**src/rtl/rvc_exp_pkg.sv**
```systemverilog
`default_nettype none
// ----------------------------------------------------------------------------
// rvc_exp_pkg
// Types and opcode constants shared by the compressed instruction expander.
// ----------------------------------------------------------------------------
package rvc_exp_pkg;

    typedef logic [15:0] t_half_instr;
    typedef logic [31:0] t_full_instr;

    typedef struct packed {
        t_full_instr full_instr;
        logic        illegal;
    } t_expand_result;

    // quadrants
    localparam logic [1:0] QUAD_0 = 2'b00;
    localparam logic [1:0] QUAD_1 = 2'b01;
    localparam logic [1:0] QUAD_2 = 2'b10;
    localparam logic [1:0] QUAD_3 = 2'b11;

    // compressed funct3 per quadrant
    localparam logic [2:0] C0_ADDI4SPN = 3'd0;
    localparam logic [2:0] C0_LW       = 3'd2;
    localparam logic [2:0] C0_SW       = 3'd6;
    localparam logic [2:0] C1_ADDI     = 3'd0;
    localparam logic [2:0] C1_JAL      = 3'd1;
    localparam logic [2:0] C1_LI       = 3'd2;
    localparam logic [2:0] C1_LUI      = 3'd3;
    localparam logic [2:0] C1_ALU      = 3'd4;
    localparam logic [2:0] C1_J        = 3'd5;
    localparam logic [2:0] C1_BEQZ     = 3'd6;
    localparam logic [2:0] C1_BNEZ     = 3'd7;
    localparam logic [2:0] C2_SLLI     = 3'd0;
    localparam logic [2:0] C2_LWSP     = 3'd2;
    localparam logic [2:0] C2_JR       = 3'd4;
    localparam logic [2:0] C2_SWSP     = 3'd6;

    // quadrant 1 alu sub-ops, bits 11:10 and 6:5
    localparam logic [1:0] ALU_SRLI = 2'd0;
    localparam logic [1:0] ALU_SRAI = 2'd1;
    localparam logic [1:0] ALU_ANDI = 2'd2;
    localparam logic [1:0] RR_SUB   = 2'd0;
    localparam logic [1:0] RR_XOR   = 2'd1;
    localparam logic [1:0] RR_OR    = 2'd2;

    // base opcodes
    localparam logic [6:0] OPC_JAL    = 7'h6F;
    localparam logic [6:0] OPC_BRANCH = 7'h63;
    localparam logic [6:0] OPC_OPIMM  = 7'h13;
    localparam logic [6:0] OPC_OP     = 7'h33;
    localparam logic [6:0] OPC_LUI    = 7'h37;
    localparam logic [6:0] OPC_JALR   = 7'h67;
    localparam logic [6:0] OPC_LOAD   = 7'h03;
    localparam logic [6:0] OPC_STORE  = 7'h23;

    localparam t_full_instr EBREAK_WORD = 32'h0010_0073;

    // funct3 codes
    localparam logic [2:0] F3_ADD  = 3'b000;
    localparam logic [2:0] F3_SLL  = 3'b001;
    localparam logic [2:0] F3_WORD = 3'b010;
    localparam logic [2:0] F3_XOR  = 3'b100;
    localparam logic [2:0] F3_SR   = 3'b101;
    localparam logic [2:0] F3_OR   = 3'b110;
    localparam logic [2:0] F3_AND  = 3'b111;

    localparam logic [6:0] F7_SUB  = 7'h20;

    localparam logic [4:0] REG_ZERO = 5'd0;
    localparam logic [4:0] REG_RA   = 5'd1;
    localparam logic [4:0] REG_SP   = 5'd2;

endpackage : rvc_exp_pkg
`default_nettype wire

```
**src/rtl/rvc_exp_decode.sv**
```systemverilog
`default_nettype none
// ----------------------------------------------------------------------------
// rvc_exp_decode
// Combinational rewrite of one 16-bit compressed word into its 32-bit form.
// ----------------------------------------------------------------------------
module rvc_exp_decode (
    input  rvc_exp_pkg::t_half_instr    i_half_instr,
    output rvc_exp_pkg::t_expand_result o_result
);
    import rvc_exp_pkg::*;

    t_half_instr x;
    logic [2:0]  f3;
    logic [4:0]  rhi;
    logic [4:0]  rlo;
    logic [4:0]  rp7;
    logic [4:0]  rp2;
    logic        b12;
    logic [11:0] imm6;
    logic [9:0]  addi4_imm;
    logic [6:0]  lw_imm;
    logic [11:0] sp16_imm;
    logic [20:1] j_off;
    logic [12:1] b_off;
    logic [7:0]  lwsp_imm;
    logic [7:0]  swsp_imm;
    logic [31:0] j_word;
    logic [31:0] full;
    logic        bad;

    assign x   = i_half_instr;
    assign f3  = x[15:13];
    assign rhi = x[11:7];
    assign rlo = x[6:2];
    assign rp7 = {2'b01, x[9:7]};
    assign rp2 = {2'b01, x[4:2]};
    assign b12 = x[12];

    assign imm6      = {{7{x[12]}}, x[6:2]};
    assign addi4_imm = {x[10:7], x[12:11], x[5], x[6], 2'b00};
    assign lw_imm    = {x[5], x[12:10], x[6], 2'b00};
    assign sp16_imm  = {{3{x[12]}}, x[4:3], x[5], x[2], x[6], 4'b0000};
    assign j_off     = {{10{x[12]}}, x[8], x[10:9], x[6], x[7], x[2], x[11], x[5:3]};
    assign b_off     = {{5{x[12]}}, x[6:5], x[2], x[11:10], x[4:3]};
    assign lwsp_imm  = {x[3:2], x[12], x[6:4], 2'b00};
    assign swsp_imm  = {x[8:7], x[12:9], 2'b00};

    // jump word without rd; rd is or-ed in per form
    assign j_word = {j_off[20], j_off[10:1], j_off[11], j_off[19:12], 5'd0, OPC_JAL};

    always_comb begin
        full = '0;
        bad  = 1'b0;
        unique case (x[1:0])
            QUAD_0: begin
                unique case (f3)
                    C0_ADDI4SPN: begin
                        if (addi4_imm == '0) begin
                            bad = 1'b1;
                        end else begin
                            full = {2'b00, addi4_imm, REG_SP, F3_ADD, rp2, OPC_OPIMM};
                        end
                    end
                    C0_LW: full = {5'd0, lw_imm, rp7, F3_WORD, rp2, OPC_LOAD};
                    C0_SW: full = {5'd0, lw_imm[6:5], rp2, rp7, F3_WORD, lw_imm[4:0], OPC_STORE};
                    default: bad = 1'b1;
                endcase
            end
            QUAD_1: begin
                unique case (f3)
                    C1_ADDI: full = {imm6, rhi, F3_ADD, rhi, OPC_OPIMM};
                    C1_JAL:  full = j_word | {20'd0, REG_RA, 7'd0};
                    C1_LI: begin
                        if (rhi == REG_ZERO) begin
                            bad = 1'b1;
                        end else begin
                            full = {imm6, REG_ZERO, F3_ADD, rhi, OPC_OPIMM};
                        end
                    end
                    C1_LUI: begin
                        if (rhi == REG_SP) begin
                            if (sp16_imm == '0) begin
                                bad = 1'b1;
                            end else begin
                                full = {sp16_imm, REG_SP, F3_ADD, REG_SP, OPC_OPIMM};
                            end
                        end else if (rhi == REG_ZERO || (!b12 && rlo == 5'd0)) begin
                            bad = 1'b1;
                        end else begin
                            full = {{14{x[12]}}, x[12], x[6:2], rhi, OPC_LUI};
                        end
                    end
                    C1_ALU: begin
                        unique case (x[11:10]) inside
                            ALU_SRLI, ALU_SRAI: begin
                                if (b12) begin
                                    bad = 1'b1;
                                end else begin
                                    full = {1'b0, x[10], 5'd0, rlo, rp7, F3_SR, rp7,
                                            OPC_OPIMM};
                                end
                            end
                            ALU_ANDI: full = {imm6, rp7, F3_AND, rp7, OPC_OPIMM};
                            default: begin
                                if (b12) begin
                                    bad = 1'b1;
                                end else begin
                                    unique case (x[6:5])
                                        RR_SUB: full = {F7_SUB, rp2, rp7, F3_ADD, rp7, OPC_OP};
                                        RR_XOR: full = {7'd0, rp2, rp7, F3_XOR, rp7, OPC_OP};
                                        RR_OR:  full = {7'd0, rp2, rp7, F3_OR, rp7, OPC_OP};
                                        default: full = {7'd0, rp2, rp7, F3_AND, rp7, OPC_OP};
                                    endcase
                                end
                            end
                        endcase
                    end
                    C1_J: full = j_word;
                    default: begin
                        // beqz / bnez
                        full = {b_off[12], b_off[10:5], REG_ZERO, rp7, 2'b00, x[13],
                                b_off[4:1], b_off[11], OPC_BRANCH};
                    end
                endcase
            end
            QUAD_2: begin
                unique case (f3)
                    C2_SLLI: begin
                        if (b12) begin
                            bad = 1'b1;
                        end else begin
                            full = {7'd0, rlo, rhi, F3_SLL, rhi, OPC_OPIMM};
                        end
                    end
                    C2_LWSP: begin
                        if (rhi == REG_ZERO) begin
                            bad = 1'b1;
                        end else begin
                            full = {4'd0, lwsp_imm, REG_SP, F3_WORD, rhi, OPC_LOAD};
                        end
                    end
                    C2_JR: begin
                        if (!b12) begin
                            if (rlo == REG_ZERO) begin
                                if (rhi == REG_ZERO) begin
                                    bad = 1'b1;
                                end else begin
                                    full = {12'd0, rhi, F3_ADD, REG_ZERO, OPC_JALR};
                                end
                            end else begin
                                full = {7'd0, rlo, REG_ZERO, F3_ADD, rhi, OPC_OP};
                            end
                        end else if (rhi == REG_ZERO && rlo == REG_ZERO) begin
                            full = EBREAK_WORD;
                        end else if (rhi == REG_ZERO) begin
                            bad = 1'b1;
                        end else if (rlo == REG_ZERO) begin
                            full = {12'd0, rhi, F3_ADD, REG_RA, OPC_JALR};
                        end else begin
                            full = {7'd0, rlo, rhi, F3_ADD, rhi, OPC_OP};
                        end
                    end
                    C2_SWSP: full = {4'd0, swsp_imm[7:5], rlo, REG_SP, F3_WORD, swsp_imm[4:0],
                                     OPC_STORE};
                    default: bad = 1'b1;
                endcase
            end
            default: bad = 1'b1;
        endcase
    end

    assign o_result.full_instr = full;
    assign o_result.illegal    = bad;

endmodule : rvc_exp_decode
`default_nettype wire

```
**src/rtl/rvc_instruction_expander_core.sv**
```systemverilog
`default_nettype none
// ----------------------------------------------------------------------------
// rvc_instruction_expander_core
// RV32C to RV32I instruction expander, one word per cycle.
// ----------------------------------------------------------------------------
// usage:
//   drive i_half_instr and raise start; the word is taken at any rising edge
//   with start high, as busy is tied low and a word can enter every cycle.
//   the word is captured in an input register, rewritten by the decode logic
//   and captured again in the result register.
//   o_strobe is high for one cycle with o_full_instr and o_illegal; the
//   strobe rises at the edge after the word was taken, and throughput is
//   1 word per cycle, set by the input and result registers.
//   illegal or reserved encodings, and words with low bits 11, give
//   o_full_instr zero and o_illegal high.
//   the receiver cannot stall: each result is shown for exactly one cycle.
//   synchronous reset drops both valid flags, so nothing in flight at reset
//   is delivered.
// ----------------------------------------------------------------------------
module rvc_instruction_expander_core (
    input  wire                      i_clk,
    input  wire                      i_rst_n,
    input  wire                      start,
    output logic                     busy,
    input  rvc_exp_pkg::t_half_instr i_half_instr,
    output logic                     o_strobe,
    output rvc_exp_pkg::t_full_instr o_full_instr,
    output logic                     o_illegal
);
    import rvc_exp_pkg::*;

    logic           r_in_valid;
    logic           n_in_valid;
    t_half_instr    r_half;
    logic           r_out_valid;
    t_full_instr    r_full;
    logic           r_illegal;
    t_expand_result dec_result;

    assign busy       = 1'b0;
    assign n_in_valid = start && !busy;

    always_ff @(posedge i_clk) begin
        if (!i_rst_n) begin
            r_in_valid  <= 1'b0;
            r_out_valid <= 1'b0;
        end else begin
            r_in_valid  <= n_in_valid;
            r_out_valid <= r_in_valid;
        end
    end

    always_ff @(posedge i_clk) begin
        if (n_in_valid) begin
            r_half <= i_half_instr;
        end
        if (r_in_valid) begin
            r_full    <= dec_result.full_instr;
            r_illegal <= dec_result.illegal;
        end
    end

    rvc_exp_decode u_decode (
        .i_half_instr (r_half),
        .o_result     (dec_result)
    );

    assign o_strobe     = r_out_valid;
    assign o_full_instr = r_full;
    assign o_illegal    = r_illegal;

    // every taken word produces a result strobe after the input and result registers
    a_latency: assert property (@(posedge i_clk) disable iff (!i_rst_n)
        (start && !busy) |=> ##1 o_strobe)
        else $error("taken word did not produce a result");

    a_no_spurious: assert property (@(posedge i_clk) disable iff (!i_rst_n)
        o_strobe |-> $past(r_in_valid))
        else $error("result strobe without a word in the input stage");

    a_illegal_zero: assert property (@(posedge i_clk) disable iff (!i_rst_n)
        (o_strobe && o_illegal) |-> (o_full_instr == '0))
        else $error("illegal result with non-zero expansion");

    a_legal_opcode: assert property (@(posedge i_clk) disable iff (!i_rst_n)
        (o_strobe && !o_illegal) |-> (o_full_instr[1:0] == QUAD_3))
        else $error("legal expansion is not a 32-bit encoding");

endmodule : rvc_instruction_expander_core
`default_nettype wire

```
**config.mk**
```make
export PLATFORM = sky130hd
export DESIGN_NAME = rvc_instruction_expander_core
export DESIGN_NICKNAME = d
export VERILOG_FILES = /design/src/rtl/rvc_exp_pkg.sv /design/src/rtl/rvc_exp_decode.sv /design/src/rtl/rvc_instruction_expander_core.sv
export SDC_FILE = /design/constraint.sdc
export NUM_CORES = 1
export LEC_CHECK = 0
export ABC_AREA = 1
export BUFFER_PORTS_ARGS = -buffer_cell sky130_fd_sc_hd__buf_2
export CORE_UTILIZATION = 61
export DETAILED_ROUTE_END_ITERATION = 8
export PLACE_DENSITY = 0.85
export SLEW_MARGIN = 20
export SYNTH_ARGS = -nofsm -noshare
export SYNTH_HDL_FRONTEND = slang
export SYNTH_SLANG_ARGS = --single-unit
```
**constraint.sdc**
```tcl
create_clock -name i_clk -period 5.5 [get_ports i_clk]
set_input_delay 1.375 -clock i_clk [delete_from_list [all_inputs] [get_ports i_clk]]
set_output_delay 1.375 -clock i_clk [all_outputs]
set_load 0.01 [all_outputs]
```
==> results.sh <==
export IMPL_critical_path_peak_fanout=11
export IMPL_setup_tns_final_ns=0
export IMPL_drv_cap=0
export IMPL_final_clock_period_utilization_by_the_worst_path_pct=48.5
export IMPL_status="complete, no violations"
export IMPL_postSynthCellCount=416
export IMPL_reg2reg_to="o_full_instr[1]$_DFFE_PP_"
export IMPL_drc=0
export IMPL_fill_cells=437
export IMPL_initial_antenna_violation_count=0
export IMPL_core_region_area_um2=5110
export IMPL_die_area_um2=5620
export IMPL_die_y_um=74.9
export IMPL_worst_slack_placed_ns=2.93
export IMPL_critical_path_top_delay_family="simple AND/OR/NAND/NOR gates"
export IMPL_layout_nets=484
export IMPL_synth_top_flop_cell="edfxtp_1"
export IMPL_antenna_left=0
export IMPL_yosys_top_cells_area="edfxtp_1 (44%), nand2_1 (14%), nand3_1 (6.3%)"
export IMPL_hold_path_startpoint="r_half[0]$_DFFE_PP_"
export IMPL_synthesis_area_per_instance_um2=7.80
export IMPL_antennaDiodeCount=0
export IMPL_tritoncts="yes"
export IMPL_netlist_cell_type_count=38
export IMPL_place_port_buffers=52
export IMPL_clkTransAtPathRegs_ns=0.09
export IMPL_synthToLayoutAreaGrowth_pct=11.1
export IMPL_peakVddDrop_mv=0.201
export IMPL_postCtsResizedCells=0
export IMPL_htree_levels=2
export IMPL_drt_initial_drc_count=606
export IMPL_globalRouteOverflowTotal=0
export IMPL_timing_hold_violations_final=0
export IMPL_p_leak_nw=1.65
export IMPL_drive_gt1_share_pct=19.9
export IMPL_cts_setup_buffers=0
export IMPL_yosys_area_top_type_share_pct=44.4
export IMPL_postLayoutCoreUtil_pct=70.6
export IMPL_layout_min_cycle_time_ns=2.67
export IMPL_syn_area_um2=3250
export IMPL_switchingPower_w=0.000294
export IMPL_slew_headroom_pct=24.3
export IMPL_switching_share_pct=32.2
export IMPL_vias=3401
export IMPL_clock_tree_buffer_depth=2
export IMPL_grt_usage_pct=38.6
export IMPL_grt_pass1_vias=2979
export IMPL_post_drt_via_cell_ratio=6.38
export IMPL_tritoncts_num_sinks=50
export IMPL_detail_route_wl_per_cell_um=18.9
export IMPL_worstPathCellList="nor2_1 > nand3_2 > clkinv_2 > ha_1 > or2_2 > o21ai_0 > a21oi_1 > nand3_1 > nand2_1 > nand4_1"
export IMPL_timing_hold_worst_endpoint="o_full_instr[25]$_DFFE_PP_"
export IMPL_criticalPathCategory="register to register"
export IMPL_setup_slack_ns=2.83
export IMPL_synth_warning_count=0
export IMPL_rows=26
export IMPL_setup_viols_final=0
export IMPL_slew_viol_final=0
export IMPL_fmax_mhz=375
export IMPL_firstDrtPassIters=7
export IMPL_intPower_w=0.000618
export IMPL_io_pins=54
export IMPL_crit_arrival_ns=2.72
export IMPL_die_width_um=74.9
export IMPL_grt_start_max_net_pins=34
export IMPL_crit_path_max_incr_delay_ns=0.61
export IMPL_clock_skew_final_ns=0.00753
export IMPL_commonest_cells_after_routing_fill_and_taps_aside="nand2_1 (119), buf_2 (52), edfxtp_1 (48), nand3_1 (41), nor2_1 (36)"
export IMPL_crit_buf_inv=1
export IMPL_ys_seq_elements=50
export IMPL_gp_weighted_congestion=1.09
export IMPL_worst_endpoint_required_ns=5.55
export IMPL_worstMarginPinSlew_ns=1.13
export IMPL_timing_critical_path_slowest_stage_cell="edfxtp_1"
export IMPL_synth_top_area_cell="edfxtp_1"
export IMPL_drt_wl_total_um=10100
export IMPL_r2r_slack_ns=2.83
export IMPL_layout_cells_most_common="nand2_1"
export IMPL_synth_net_count=438
export IMPL_worst_hold_path_depth=3
export IMPL_floorplan_initialDensity_pct=63.5
export IMPL_reg2reg_depth=10
export IMPL_setup_repair_after_global_routing_missed_its_margin="false"
export IMPL_cts_root_buffer="clkbuf_8"
export IMPL_r2r_start="r_half[10]$_DFFE_PP_"
export IMPL_dp_cells=525
export IMPL_p_per_area_nw_per_um2=253
export IMPL_seq_power_share_pct=53.0
export IMPL_worstSetupEndpointType="register"
export IMPL_tritoncts_num_buffers=5
export IMPL_grt_pass1_wl_um=15400
export IMPL_dp_hpwl_um=7380
export IMPL_timing_hold_worst_class="register to register"
export IMPL_yosysSeqAreaShare_pct=45.6
export IMPL_p_clk_share_pct=24.4
export IMPL_synth_async_reset_ratio_pct=0
export IMPL_synth_enable_flop_cells=48
export IMPL_hold_buffers_post_cts=0
export IMPL_critical_path_startpoint_type="register"
export IMPL_share_comb_of_total_power_pct=22.6
export IMPL_final_cells=533
export IMPL_clock_latency_ns=0.31
-- final cells by class --
cell class                      count  area, um2  share of cell area, %
Multi-Input combinational cell    306       1500                   41.6
Inverter                           45        170                   4.72
Tap cell                           70       87.6                   2.43
Sequential cell                    50       1480                   41.1
Timing Repair Buffer               54        275                   7.64
Clock inverter                      1       5.00                  0.139
Clock buffer                        7       86.3                   2.39
-- worst max path at each step --
stage | startpoint | end | slack, ns | depth (start not counted)
after CTS | r_half[10]$_DFFE_PP_ | o_full_instr[1]$_DFFE_PP_ | 2.92 | 10
final | r_half[10]$_DFFE_PP_ | o_full_instr[1]$_DFFE_PP_ | 2.83 | 10
after floorplan | o_full_instr[1]$_DFFE_PP_ | o_full_instr[1] | 3.55 | 1
after global placement | r_half[10]$_DFFE_PP_ | o_full_instr[1]$_DFFE_PP_ | 2.95 | 10
after global routing | r_half[10]$_DFFE_PP_ | o_full_instr[1]$_DFFE_PP_ | 2.75 | 10
after detailed placement | r_half[10]$_DFFE_PP_ | o_full_instr[1]$_DFFE_PP_ | 2.93 | 10
-- worst min-delay path, cell delays in order (launching register included) --
cell and delay [ns]:
edfxtp_1 0.44, nand2_1 0.10, nand2_1 0.05, inv_1 0.04
-- cells in the mapped netlist (2+ instances only) --
cell type	instances
o21ai_1	11
a22oi_1	4
a21oi_1	16
o21ai_0	26
nand3_2	3
dfxtp_1	2
nor2_2	2
inv_2	9
edfxtp_1	48
nor2_4	7
ha_1	3
clkbuf_2	2
buf_2	5
a31oi_1	2
nand2_2	6
nor2_1	36
buf_4	6
nand4_1	7
nand3b_1	2
o211ai_1	4
nand3_1	41
inv_1	35
nor3_1	2
nand2_1	119
o22ai_1	5
-- stage by stage --
stage	hold slack, ns	power [W]	area [um2]
after floorplan	0.572	0.000619	3250
after CTS	0.712	0.000902	3600
after detailed placement	0.692	0.000688	3510
final	0.727	0.000913	3600
after global placement	0.668	0.000686	3510
after global routing	0.769	0.000945	3600
-- cells by family after synthesis --
logic type | after synthesis | synth area share, %
flops | 50 | 45.6
other cells | 1 | 0.116
buf+inv | 60 | 8.17
fa+ha+maj | 3 | 1.16
compound gates | 74 | 12.9
simple gates | 228 | 32.0
-- state kept, by name, indices dropped and copies added, names as in the netlist --
signal	cells
o_full_instr	31
r_half	16
o_illegal	1
o_strobe	1
r_in_valid	1
-- power groups by stage --
stage	registers, W	logic, W	clock network (W)
2_1_floorplan	0.000487	0.000131	0
3_3_place_gp	0.000489	0.000196	0
3_5_place_dp	0.000491	0.000197	0
4_1_cts	0.000482	0.000198	0.000222
5_1_grt	0.000487	0.000224	0.000234
6_report	0.000484	0.000206	0.000223
-- metal layers --
metal | track usage [%] | vias up | part of all wire [%]
met5 | 0 | - | 0
met4 | 23.5 | 0 | 5.2
met3 | 10.2 | 71 | 15
met2 | 58.1 | 335 | 44
met1 | 50.1 | 1489 | 36
li1 | - | 1506 | -
Power figures use the tool's default switching activity.
